$ cat config.mk
export PLATFORM = sky130hd
export DESIGN_NAME = rgcb_tap_mac
export DESIGN_NICKNAME = d
export VERILOG_FILES = /design/src/rtl/core/recursive_gaussian_column_blur_macros.svh /design/src/rtl/core/rgcb_pkg.sv /design/src/rtl/core/rgcb_tap_mac.sv
export SDC_FILE = /design/constraint.sdc
export NUM_CORES = 2
export LEC_CHECK = 0
export BUFFER_PORTS_ARGS = -buffer_cell sky130_fd_sc_hd__buf_2
export CAP_MARGIN = 25
export CELL_PAD_IN_SITES_DETAIL_PLACEMENT = 1
export CELL_PAD_IN_SITES_GLOBAL_PLACEMENT = 1
export CORE_UTILIZATION = 51
export CTS_BUF_LIST = sky130_fd_sc_hd__clkbuf_2 sky130_fd_sc_hd__clkbuf_4 sky130_fd_sc_hd__clkbuf_8
export CTS_CLUSTER_SIZE = 28
export DETAILED_ROUTE_END_ITERATION = 8
export GPL_ROUTABILITY_DRIVEN = 0
export PLACE_DENSITY = 0.95
export SLEW_MARGIN = 25
export SYNTH_ARGS = -nofsm -noshare
export SYNTH_HDL_FRONTEND = slang
export SYNTH_SLANG_ARGS = --single-unit
$ cat constraint.sdc
create_clock -name clk -period 12.95 [get_ports clk]
set_input_delay 2.59 -clock clk [delete_from_list [all_inputs] [get_ports clk]]
set_output_delay 2.59 -clock clk [all_outputs]
set_load 0.01 [all_outputs]
$ cat src/rtl/core/recursive_gaussian_column_blur_macros.svh
// Assertion macros shared by the recursive Gaussian column blur RTL.
// No dependencies; included by the files that carry assertions.
`ifndef RECURSIVE_GAUSSIAN_COLUMN_BLUR_MACROS_SVH
`define RECURSIVE_GAUSSIAN_COLUMN_BLUR_MACROS_SVH

// Same-cycle implication, checked outside reset.
`define RGCB_ASSERT_NOW(label, ante, cons) \
  label: assert property (@(posedge clk) disable iff (!rst_n) (ante) |-> (cons)) \
    else $error("rgcb assertion failed");

// Next-cycle implication, checked outside reset.
`define RGCB_ASSERT_NEXT(label, ante, cons) \
  label: assert property (@(posedge clk) disable iff (!rst_n) (ante) |=> (cons)) \
    else $error("rgcb assertion failed");

`endif

$ cat src/rtl/core/rgcb_pkg.sv
// Package for the recursive Gaussian column blur: widths, codes and types.
// No dependencies; used by every module of the block.
package rgcb_pkg;

  localparam int SAMPLE_BITS = 24;
  localparam int STORE_BITS  = 48;
  localparam int COEF_BITS   = 28;
  localparam int COEF_FRAC   = 24;
  localparam int DATA_FRAC   = STORE_BITS - SAMPLE_BITS;
  localparam int MAX_ROWS    = 64;
  localparam int MIN_ROWS    = 3;
  localparam int STORE_DEPTH = 512;
  localparam int ADDR_W      = 9;
  localparam int SIZE_W      = 10;
  localparam int LEN_W       = 7;
  localparam int PAD_W       = 9;
  localparam int PASS_W      = 9;
  localparam int HALF_W      = STORE_BITS / 2 + 1;
  localparam int PROD_W      = HALF_W + COEF_BITS;
  localparam int ACC_W       = 56;
  localparam int DIV_W       = STORE_BITS + 1;
  localparam int DIV_CNT_W   = 6;
  localparam int STEP_W      = 4;
  localparam int CFG_IDX_W   = 3;
  localparam int TAP_SEL_W   = 2;

  // Row sequencer steps: read, eight multiplies, drain, write back.
  localparam logic [STEP_W-1:0] STEP_FIRST_OP = 4'd1;
  localparam logic [STEP_W-1:0] STEP_LAST_OP  = 4'd8;
  localparam logic [STEP_W-1:0] STEP_WRITE    = 4'd10;

  typedef enum logic [CFG_IDX_W-1:0] {
    CFG_COEF_ZERO  = 3'd0,
    CFG_COEF_ONE   = 3'd1,
    CFG_COEF_TWO   = 3'd2,
    CFG_COEF_THREE = 3'd3,
    CFG_COL_LEN    = 3'd4,
    CFG_PAD_LEN    = 3'd5,
    CFG_PASS_CNT   = 3'd6
  } cfg_idx_t;

  typedef enum logic [2:0] {
    S_LOAD,
    S_PAD,
    S_FILT,
    S_NORM_RD,
    S_NORM_ST,
    S_NORM_DIV,
    S_NORM_OUT
  } state_t;

endpackage

$ cat src/rtl/core/rgcb_tap_mac.sv
// Shared tap multiplier and accumulator for the recursive filter passes.
// Depends on rgcb_pkg.
module rgcb_tap_mac (
  input  logic                                  clk,
  input  logic                                  rst_n,
  input  logic                                  clr,
  input  logic                                  op_vld,
  input  logic                                  op_hi,
  input  logic signed [rgcb_pkg::STORE_BITS-1:0] val,
  input  logic signed [rgcb_pkg::COEF_BITS-1:0]  coef,
  output logic signed [rgcb_pkg::ACC_W-1:0]      acc
);

  logic signed [rgcb_pkg::HALF_W-1:0] opa;
  logic signed [rgcb_pkg::PROD_W-1:0] prod_r;
  logic                               pvld_r;
  logic                               phi_r;
  logic signed [rgcb_pkg::ACC_W-1:0]  prod_ext;
  logic signed [rgcb_pkg::ACC_W-1:0]  term;
  logic signed [rgcb_pkg::ACC_W-1:0]  acc_r;
  logic signed [rgcb_pkg::ACC_W-1:0]  acc_nxt;

  // The value is split in halves so one 25 x 28 multiplier serves the tap.
  assign opa = op_hi ? {val[rgcb_pkg::STORE_BITS-1],
                        val[rgcb_pkg::STORE_BITS-1:rgcb_pkg::STORE_BITS/2]}
                     : {1'b0, val[rgcb_pkg::STORE_BITS/2-1:0]};

  // Product register.
  always_ff @(posedge clk) begin
    if (!rst_n) begin
      pvld_r <= 1'b0;
    end else begin
      pvld_r <= op_vld;
    end
    prod_r <= opa * coef;
    phi_r  <= op_hi;
  end

  // The high half adds as is; the low half is rounded, ties upward.
  always_comb begin
    prod_ext = rgcb_pkg::ACC_W'(prod_r);
    if (phi_r) begin
      term = prod_ext;
    end else begin
      term = (prod_ext + (rgcb_pkg::ACC_W'(1) <<< (rgcb_pkg::COEF_FRAC - 1)))
             >>> rgcb_pkg::COEF_FRAC;
    end
    if (clr) begin
      acc_nxt = '0;
    end else if (pvld_r) begin
      acc_nxt = acc_r + term;
    end else begin
      acc_nxt = acc_r;
    end
  end

  always_ff @(posedge clk) begin
    acc_r <= acc_nxt;
  end

  assign acc = acc_r;

endmodule

==> flow_summary_export.csv <==
group,metric,value,unit
status,status,"completed",
critical_path,reg2reg_depth,19,
sta,slew_headroom,32.5,%
sta,fin_crit_sh,90.8,%
logic_synthesis,synth_area,32400,um2
logic_synthesis,synth_fa_ha_area_share,52.8,%
clock_network,cts_inserted_buffers,9,
placed_design,numPortBuffers,136,
floorplan,die_h,254,um
finish,fin_nets,4615,
sta,skew,0.0344,ns
clock_network,post_cts_buffers,0,
global_route,grt_max_degree,83,
clock_network,htree_levels,3,
global_route,antenna_found_initial,2,
clock_network,cts_resized,0,
sta,rsz0062_at_grt,"false",
logic_synthesis,synth_cell_types,72,
finish,drive_gt1_share,5.99,%
logic_synthesis,postSynthCellCount,3603,
routing,routed_wl,124000,um
sta,drv_slew,0,
critical_path,slowest_delay,0.77,ns
sta,finalSetupTns,0,ns
worst_hold_path,hp-class,"register to register",
finish,syn2layout_area_growth,4.61,%
logic_synthesis,synthMuxAreaShare,1.97,%
routing,drc,0,
logic_synthesis,yosysMostFrequentCell,"inv_1",
clock_network,clkTransAtPathRegs,0.10,ns
critical_path,path_buf_inv,6,
sta,fin_crit,11.76,ns
logic_synthesis,synth-seq-cells,111,
clock_network,cts_max_path_buffers,2,
logic_synthesis,ys_warn_count,0,
worst_hold_path,whs_path_depth,2,
clock_network,clk-insertion-delay-late,0.42,ns
logic_synthesis,synth-async-reset-ratio,0,%
floorplan,num_rows,92,
logic_synthesis,syn-num-nets,4615,
global_route,grt_overflow,0,
critical_path,worstPathRequired,13.28,ns
routing,wl_per_cell,27.8,um
logic_synthesis,yosys.area_share.simple,16.5,%
clock_network,cts_hold_buf,0,
logic_synthesis,synth_top_cells_by_count,"729 x inv_1, 728 x fa_1, 427 x nand2_1",
floorplan,io_pins,137,
clock_network,cts_root_buf,"clkbuf_8",
sta,hold_viol,0,
sta,worst_slack,1.19,ns
critical_path,cp.depth,26,
floorplan,core,63000,um2
clock_network,cts_tree,"done",
critical_path,crit_arrival,12.09,ns
critical_path,cp-start-kind,"input pin",
sta,setup_violations,0,
logic_synthesis,ys_seq_area_share,6.86,%
logic_synthesis,syn_area_per_cell,8.99,um2
critical_path,path_max_fanout,27,
logic_synthesis,synth_top_family_by_area,"adder cells",
logic_synthesis,yosys_most_used_dff,"dfxtp_1",
critical_path,end_kind,"register",
global_route,grt_usage,39.1,%
global_route,grt_pass1_vias,32300,
logic_synthesis,synth-compound-area-share,8.06,%
routing,ant_nets,0,
global_route,grt_pass1_wl,187000,um
logic_synthesis,synth_edf_count,0,
critical_path,crit_family,"adder cells",
floorplan,die_x,254,um
sta,tightestPinTransition,1.01,ns
sta,hold_slack,0.521,ns
sta,max_freq,85.0,MHz
critical_path,cp_slowest_cell,"mux2i_2",
logic_synthesis,synth_top_area_share,45.0,%
logic_synthesis,synth_xor_area_share,3.51,%
logic_synthesis,yosys.area.top_type,"fa_1",
placed_design,place_ws,1.58,ns
routing,drt_iter0_markers,2436,
critical_path,worstSetupPathType,"input pin to register",
flow_run,max_cap_viol_count,0,
routing,drt_pre_antenna_iters,8,
floorplan,initial_core_util,51.5,%
routing,via_per_inst,6.21,
clock_network,cts_sinks,111,
placed_design,place_hpwl,96400,um
floorplan,dieArea,64500,um2
routing,route.vias.total,27700,
critical_path,worst_path_most_repeated_cell,"fa_1",
logic_synthesis,synth.area.top_cells,"fa_1 45%, inv_1 8.4%, ha_1 7.8%",
## placed cells by master (no fill, tap or decap), types with 7 or more instances in the layout
master      n
nor2_1    120
a211oi_1   19
and3_1     16
nand2_1   427
a211o_1     8
o21bai_1   16
o21a_1     15
xor2_1     40
dfxtp_1   109
o21ai_0    81
o211ai_1    9
mux2i_1    36
nor2b_1   115
ha_1      203
mux2_2     20
nand2b_1   33
a31oi_1    14
buf_4       9
fa_1      727
o22ai_1     7
buf_2     136
xnor2_1    90
nor3_1     20
clkbuf_8    9
or2_2      10
o21ai_1     7
a21o_1     52
inv_1     729
nand4_1    14
and2_1    251
a21oi_1   134
nand3_1    32
## flip-flops by register name, indices dropped and copies added (netlist names)
signal and cells:
acc 56, phi_r 1, prod_r 53, pvld_r 1
## worst reg2reg max path: cells and delay by family (launching register included)
kind	cells	cell delay, ns
simple gates	7	2.41
mux	2	0.57
flops	1	0.41
buf+inv	2	0.40
fa+ha+maj	1	0.47
compound gates	7	1.76
## logic make-up (layout without fill, tap and decap cells)
logic type | Yosys count | count (layout)
xor gates and xnor gates | 130 | 130
and+or+nand+nor | 1073 | 1073
other | 0 | 3
DFF | 111 | 111
adders and majority gates | 931 | 931
AOI/OAI and AO/OA | 411 | 411
buffers and inverters | 886 | 891
muxes | 61 | 61
## per-layer routing
metal / wire length, um / up-vias / GRT usage, % / part of all wire (%)
li1: - / 11000 / - / -
met1: 41200 / 14000 / 42.4 / 33
met5: 70 / - / 0.541 / 0.057
met4: 11600 / 6 / 32.4 / 9.4
met3: 12500 / 844 / 11.0 / 10
met2: 58500 / 1926 / 63.7 / 47
## metrics by stage
step           utilization [%]  instances  instance area, um2
2_1_floorplan                -       3603               32400
3_3_place_gp              53.4       4437               33600
3_5_place_dp              53.4       4437               33600
4_1_cts                   53.8       4453               33900
5_1_grt                   53.8       4454               33900
6_report                  53.8       4457               33900
## layout make-up
class,count,area (um2)
diodes,3,7.51
clock buffers,10,131
clock inverters,6,86.3
fillers,7360,29100
inverters,729,2740
multi-input cells,2606,26900
flip-flops and latches,111,2230
well taps,846,1060
repair buffers,146,768
## worst paths after layout
check                   from          to  slack, ns
hold reg to reg      acc[41]     acc[41]       0.52
setup / recovery       op_hi  prod_r[51]       1.19
setup reg to reg  prod_r[38]     acc[55]       6.83
hold / removal       acc[41]     acc[41]       0.52
Power is not shown: default switching activity piles up to over one toggle a cycle in this logic, so the estimate is an artifact.
