==> src/rtl/core/recursive_gaussian_column_blur_macros.svh <==
// Assertion macros shared by the recursive Gaussian column blur RTL.
// No dependencies; included by the files that carry assertions.
`ifndef RECURSIVE_GAUSSIAN_COLUMN_BLUR_MACROS_SVH
`define RECURSIVE_GAUSSIAN_COLUMN_BLUR_MACROS_SVH

// Same-cycle implication, checked outside reset.
`define RGCB_ASSERT_NOW(label, ante, cons) \
  label: assert property (@(posedge clk) disable iff (!rst_n) (ante) |-> (cons)) \
    else $error("rgcb assertion failed");

// Next-cycle implication, checked outside reset.
`define RGCB_ASSERT_NEXT(label, ante, cons) \
  label: assert property (@(posedge clk) disable iff (!rst_n) (ante) |=> (cons)) \
    else $error("rgcb assertion failed");

`endif

==> src/rtl/core/rgcb_pkg.sv <==
// Package for the recursive Gaussian column blur: widths, codes and types.
// No dependencies; used by every module of the block.
package rgcb_pkg;

  localparam int SAMPLE_BITS = 24;
  localparam int STORE_BITS  = 48;
  localparam int COEF_BITS   = 28;
  localparam int COEF_FRAC   = 24;
  localparam int DATA_FRAC   = STORE_BITS - SAMPLE_BITS;
  localparam int MAX_ROWS    = 64;
  localparam int MIN_ROWS    = 3;
  localparam int STORE_DEPTH = 512;
  localparam int ADDR_W      = 9;
  localparam int SIZE_W      = 10;
  localparam int LEN_W       = 7;
  localparam int PAD_W       = 9;
  localparam int PASS_W      = 9;
  localparam int HALF_W      = STORE_BITS / 2 + 1;
  localparam int PROD_W      = HALF_W + COEF_BITS;
  localparam int ACC_W       = 56;
  localparam int DIV_W       = STORE_BITS + 1;
  localparam int DIV_CNT_W   = 6;
  localparam int STEP_W      = 4;
  localparam int CFG_IDX_W   = 3;
  localparam int TAP_SEL_W   = 2;

  // Row sequencer steps: read, eight multiplies, drain, write back.
  localparam logic [STEP_W-1:0] STEP_FIRST_OP = 4'd1;
  localparam logic [STEP_W-1:0] STEP_LAST_OP  = 4'd8;
  localparam logic [STEP_W-1:0] STEP_WRITE    = 4'd10;

  typedef enum logic [CFG_IDX_W-1:0] {
    CFG_COEF_ZERO  = 3'd0,
    CFG_COEF_ONE   = 3'd1,
    CFG_COEF_TWO   = 3'd2,
    CFG_COEF_THREE = 3'd3,
    CFG_COL_LEN    = 3'd4,
    CFG_PAD_LEN    = 3'd5,
    CFG_PASS_CNT   = 3'd6
  } cfg_idx_t;

  typedef enum logic [2:0] {
    S_LOAD,
    S_PAD,
    S_FILT,
    S_NORM_RD,
    S_NORM_ST,
    S_NORM_DIV,
    S_NORM_OUT
  } state_t;

endpackage

==> src/rtl/core/rgcb_div.sv <==
// Bit-serial restoring divider with round-half-away and sample saturation.
// Depends on rgcb_pkg.
module rgcb_div (
  input  logic                                   clk,
  input  logic                                   rst_n,
  input  logic                                   start,
  input  logic signed [rgcb_pkg::STORE_BITS-1:0]  num,
  input  logic signed [rgcb_pkg::STORE_BITS-1:0]  den,
  output logic                                   done,
  output logic signed [rgcb_pkg::SAMPLE_BITS-1:0] quo,
  output logic                                   clip
);

  localparam logic [rgcb_pkg::SAMPLE_BITS-1:0] SMAX =
    {1'b0, {(rgcb_pkg::SAMPLE_BITS-1){1'b1}}};
  localparam logic [rgcb_pkg::SAMPLE_BITS-1:0] SMIN =
    {1'b1, {(rgcb_pkg::SAMPLE_BITS-1){1'b0}}};

  logic                                busy_r;
  logic                                done_r;
  logic [rgcb_pkg::DIV_CNT_W-1:0]      cnt_r;
  logic [rgcb_pkg::STORE_BITS-1:0]     rem_r;
  logic [rgcb_pkg::STORE_BITS-1:0]     dvs_r;
  logic [rgcb_pkg::DIV_W-1:0]          dnum_r;
  logic [rgcb_pkg::DIV_W-1:0]          q_r;
  logic                                neg_r;
  logic                                zero_r;
  logic                                nnz_r;
  logic                                nsign_r;
  logic [rgcb_pkg::STORE_BITS-1:0]     num_abs;
  logic [rgcb_pkg::STORE_BITS-1:0]     den_abs;
  logic [rgcb_pkg::DIV_W-1:0]          n_tot;
  logic [rgcb_pkg::DIV_W-1:0]          trial;
  logic                                ge;
  logic [rgcb_pkg::DIV_W-1:0]          rem_nxt;
  logic [rgcb_pkg::DIV_W-1:0]          smax_w;

  // Operand magnitudes and the rounding offset of half the divisor.
  always_comb begin
    num_abs = num[rgcb_pkg::STORE_BITS-1] ? (~num + 1'b1) : num;
    den_abs = den[rgcb_pkg::STORE_BITS-1] ? (~den + 1'b1) : den;
    n_tot   = {1'b0, num_abs} + {2'b0, den_abs[rgcb_pkg::STORE_BITS-1:1]};
    trial   = {rem_r, dnum_r[rgcb_pkg::DIV_W-1]};
    ge      = trial >= {1'b0, dvs_r};
    rem_nxt = ge ? (trial - {1'b0, dvs_r}) : trial;
  end

  // One quotient bit per cycle.
  always_ff @(posedge clk) begin
    if (!rst_n) begin
      busy_r <= 1'b0;
      done_r <= 1'b0;
      cnt_r  <= '0;
    end else begin
      done_r <= 1'b0;
      if (start) begin
        busy_r <= 1'b1;
        cnt_r  <= rgcb_pkg::DIV_CNT_W'(rgcb_pkg::DIV_W);
      end else if (busy_r) begin
        cnt_r <= cnt_r - 1'b1;
        if (cnt_r == rgcb_pkg::DIV_CNT_W'(1)) begin
          busy_r <= 1'b0;
          done_r <= 1'b1;
        end
      end
    end
    if (start) begin
      rem_r   <= '0;
      dvs_r   <= den_abs;
      dnum_r  <= n_tot;
      q_r     <= '0;
      neg_r   <= num[rgcb_pkg::STORE_BITS-1] ^ den[rgcb_pkg::STORE_BITS-1];
      zero_r  <= (den == '0);
      nnz_r   <= (num != '0);
      nsign_r <= num[rgcb_pkg::STORE_BITS-1];
    end else if (busy_r) begin
      rem_r  <= rem_nxt[rgcb_pkg::STORE_BITS-1:0];
      dnum_r <= {dnum_r[rgcb_pkg::DIV_W-2:0], 1'b0};
      q_r    <= {q_r[rgcb_pkg::DIV_W-2:0], ge};
    end
  end

  // Sign, saturation and the zero-divisor case.
  always_comb begin
    smax_w = rgcb_pkg::DIV_W'(SMAX);
    if (zero_r) begin
      clip = nnz_r;
      quo  = nnz_r ? (nsign_r ? SMIN : SMAX) : '0;
    end else if (neg_r) begin
      clip = q_r > (smax_w + 1'b1);
      quo  = clip ? SMIN : (~q_r[rgcb_pkg::SAMPLE_BITS-1:0] + 1'b1);
    end else begin
      clip = q_r > smax_w;
      quo  = clip ? SMAX : q_r[rgcb_pkg::SAMPLE_BITS-1:0];
    end
  end

  assign done = done_r;

endmodule

==> config.mk <==
export PLATFORM = sky130hd
export DESIGN_NAME = rgcb_div
export DESIGN_NICKNAME = d
export VERILOG_FILES = /design/src/rtl/core/recursive_gaussian_column_blur_macros.svh /design/src/rtl/core/rgcb_pkg.sv /design/src/rtl/core/rgcb_div.sv
export SDC_FILE = /design/constraint.sdc
export NUM_CORES = 1
export LEC_CHECK = 0
export BUFFER_PORTS_ARGS = -buffer_cell sky130_fd_sc_hd__buf_4
export CORE_ASPECT_RATIO = 1.75
export CORE_MARGIN = 2
export CORE_UTILIZATION = 54
export DETAILED_ROUTE_END_ITERATION = 10
export PLACE_DENSITY = 0.76
export SETUP_SLACK_MARGIN = 0.05
export SLEW_MARGIN = 20
export SYNTH_ARGS = -nofsm -noshare
export SYNTH_HDL_FRONTEND = slang
export SYNTH_SLANG_ARGS = --single-unit
==> constraint.sdc <==
create_clock -name clk -period 5.7 [get_ports clk]
set_input_delay 1.14 -clock clk [delete_from_list [all_inputs] [get_ports clk]]
set_output_delay 1.14 -clock clk [all_outputs]
set_load 0.005 [all_outputs]
==> flow_summary.ini <==
[floorplan]
core_area_um2 = 29300
io_pins = 125
initial_core_util_pct = 54.8
dieWidth_um = 134
die-area_um2 = 31200
die_y_um = 232
rows = 83

[detailed_routing]
ant_nets = 0
avgViaCountPerCell = 6.03
routed_wl_um = 43300
highest-signal-layer = met4
wl_per_cell_um = 18.0
drtPass1Iterations = 5
routed-via-count = 14493
wl_met3_um = 1680
wl_met1_um = 16000
wl_met2_um = 22600
drc = 0
drt-initial-drc-count = 703

[placed_design]
io_buffer_count = 124
dpl.hpwl_um = 33500
routabilityCongestion = 0.940

[clock_network]
clk_path_buf_depth = 3
cts_tree = built
clkLatencyLatePin_ns = 0.53
cts_htree_levels = 1
cts_setup_buffers = 0
holdBufCountCts = 0
numCtsBuffers = 21
cts_sinks = 206
path_clk_slew_ns = 0.07
cts_root_buf = clkbuf_16

[yosys]
seq_area_frac_synth_pct = 32.0
synth_nets = 2040
synth-seq-cells = 206
synth_area_leaders = edfxtp_1 19%, dfxtp_1 13%, ha_1 7.6%
yosys_warnings = 0
synth.top_cell.area_share_pct = 18.9
netlist.top_cell.by_area = edfxtp_1
synth_cell_types = 81
muxShareOfSynthArea_pct = 6.98
synth_fa_ha_area_share_pct = 7.88
synth_compound_area_share_pct = 22.0
syn-instance-count = 1842
synthArstFlopShare_pct = 0
synth-main-ff-cell = dfxtp_1
synth_xor_xnor_area_share_pct = 10.1
synth_common_cells = 158 x nor2_1, 137 x xnor2_1, 119 x nand2_1, 112 x o21ai_0, 109 x a21oi_1
synth.most_common_cell = nor2_1
synth_top_family_by_area = compound AO/OA/AOI/OAI gates
syn_area_per_cell_um2 = 8.71
synth_edf_count = 101
syn-cell-area_um2 = 16100
yosys.area_share.simple_pct = 17.0

[pwr]
power_density_nw_per_um2 = 275
power_w = 0.00512
p_leak_nw = 7.86
ir_drop_uv = 236

[sta]
grt_setup_unrepaired = no
clock.fmax_mhz = 186
relSlewSlack_pct = 34.4
drv_slew = 0
clock_skew_ns = 0.0203
finalHoldViolations = 0
finalCriticalPeriod_ns = 5.38
fin_crit_sh_pct = 94.3
setup_viol = 0
tightestPinTransition_ns = 0.985

[finish]
final_core_util_pct = 63.5
fill_cells = 2539
nNetsFinal = 2205
drive_gt1_share_pct = 16.4
area_delta_synth_final_pct = 15.9
antenna-diode-count = 0

[setup_path]
ff2ff_path_depth = 16
crit_type = flip-flop to output port
start_kind = flip-flop
r2r-end = rem_r[13]$_SDFFE_PP0P_
slowest_delay_ns = 0.43
critPathCaptureType = output port
slowest_stage = or3_1
timing.rr.start = dvs_r[1]$_DFFE_PP_
cp_num_buf_inv = 2
crit_arrival_ns = 4.24
required_ns = 4.56
critPathLaunch = q_r[0]$_SDFFE_PP0P_
crit_path_max_fanout = 14
ff2ff_setup_slack_ns = 1.61
cpLargestDelayFamily = simple AND/OR/NAND/NOR gates
worstPathCellList = inv_1, ha_1, and2_1, nand4_1, or3_1, or2_2, or3_1, o21ai_0, and2_2, nand2_2, o31ai_1, a21oi_1, o21ai_0, buf_4

[run_status]
status = finished clean

[hold_path]
min_path_cells = 2
min_to = rem_r[47]$_SDFFE_PP0P_
worstHoldStart = rem_r[47]$_SDFFE_PP0P_
hold_class = flip-flop to flip-flop

[global_route]
grt_pass1_vias = 14404
grt_overflow = 0
antenna_found_initial = 0
grt_max_degree = 72
grt_pass1_wl_um = 69800
grt_usage_pct = 27.6

[job]
maxCapViolations = 0
==> through the flow <==
| step | setup WS (ns) | TNS [ns] | hold WS [ns] | std cells | area, um2 |
|---|---|---|---|---|---|
| after floorplan | 0.208 | 0 | 0.460 | 1842 | 16100 |
| after global placement | -0.0612 | -0.153 | 0.474 | 2366 | 17900 |
| after detailed placement | -0.134 | -0.499 | 0.486 | 2366 | 17900 |
| after CTS | 0.0656 | 0 | 0.495 | 2404 | 18600 |
| after global routing | 0.0860 | 0 | 0.516 | 2404 | 18600 |
| final | 0.323 | 0 | 0.497 | 2404 | 18600 |
==> cell type report <==
cell class                      count  area, um2  share of cell area [%]
Clock buffer                       24        547                    2.94
Multi-Input combinational cell   1464      10300                    55.2
Inverter                           91        343                    1.84
Tap cell                          382        478                    2.57
Clock inverter                     14        143                   0.767
Sequential cell                   206       5140                    27.6
Timing Repair Buffer              223       1680                    9.02
==> layer usage <==
metal | global-route usage (%) | vias to the layer above
met4 | 17.2 | 0
met2 | 52.1 | 414
met5 | 0 | -
met1 | 28.7 | 6817
li1 | - | 7101
met3 | 2.79 | 161
==> cell usage in the layout (no fill, tap or decap), types with 28 or more instances in the layout <==
cell / n
buf_4: 222
nor2_1: 158
xnor2_1: 137
nand2_1: 118
o21ai_0: 112
a21oi_1: 109
dfxtp_1: 104
edfxtp_1: 101
ha_1: 97
inv_1: 88
mux2i_1: 76
a21o_1: 67
nand3_1: 52
o31ai_1: 51
a211oi_1: 44
xor2_1: 42
nand2b_1: 36
mux2_2: 32
nand4_1: 28
==> flip-flops by register name (all words and copies together), names as in the netlist <==
name / flops
busy_r: 1
cnt_r: 6
dnum_r: 49
done: 1
dvs_r: 48
neg_r: 1
nnz_r: 1
nsign_r: 1
q_r: 49
rem_r: 48
zero_r: 1
==> cells by family (layout without fill, tap and decap cells) <==
| family | count (synthesis) | count (layout) |
|---|---|---|
| AND/OR/NAND/NOR | 543 | 543 |
| AO/OA/AOI/OAI | 531 | 531 |
| flip-flops | 206 | 206 |
| XOR/XNOR | 182 | 182 |
| buffers and inverters | 172 | 352 |
| multiplexers | 108 | 108 |
| adder cells (fa/ha/maj) | 100 | 100 |
==> report_power, final <==
| group | internal [W] | switching [W] |
|---|---|---|
| logic | 0.000850 | 0.000999 |
| registers | 0.00177 | 0.0000984 |
| clock network | 0.000758 | 0.000647 |
==> worst reg2reg max path: stages (launching register included) <==
cell      delay (ns)
edfxtp_1        0.43
inv_1           0.06
ha_1            0.28
nor2b_1         0.12
o21ai_0         0.11
a21boi_0        0.40
o21ai_0         0.15
o221ai_1        0.16
o211ai_1        0.26
o31ai_1         0.25
buf_4           0.18
a31oi_1         0.12
nor2_1          0.32
a31o_2          0.23
buf_4           0.39
mux2i_1         0.34
a211oi_1        0.11
==> repair_timing <==
item / CTS / global route
endpoints found under the setup margin: 0 / 17
resized for setup: 0 / 3
endpoints found under the hold margin: 0 / 0
==> worst max-delay path by stage <==
| stage | slack, ns | end | depth (start not counted) |
|---|---|---|---|
| after CTS | 0.07 | quo[16] | 14 |
| after detailed placement | -0.13 | dnum_r[40]$_DFFE_PP_ | 18 |
| after floorplan | 0.21 | dnum_r[40]$_DFFE_PP_ | 17 |
| after global placement | -0.06 | dnum_r[40]$_DFFE_PP_ | 18 |
| final | 0.32 | quo[16] | 14 |
| after global routing | 0.09 | quo[16] | 14 |
Note: power is estimated with default switching activity, not from simulation.
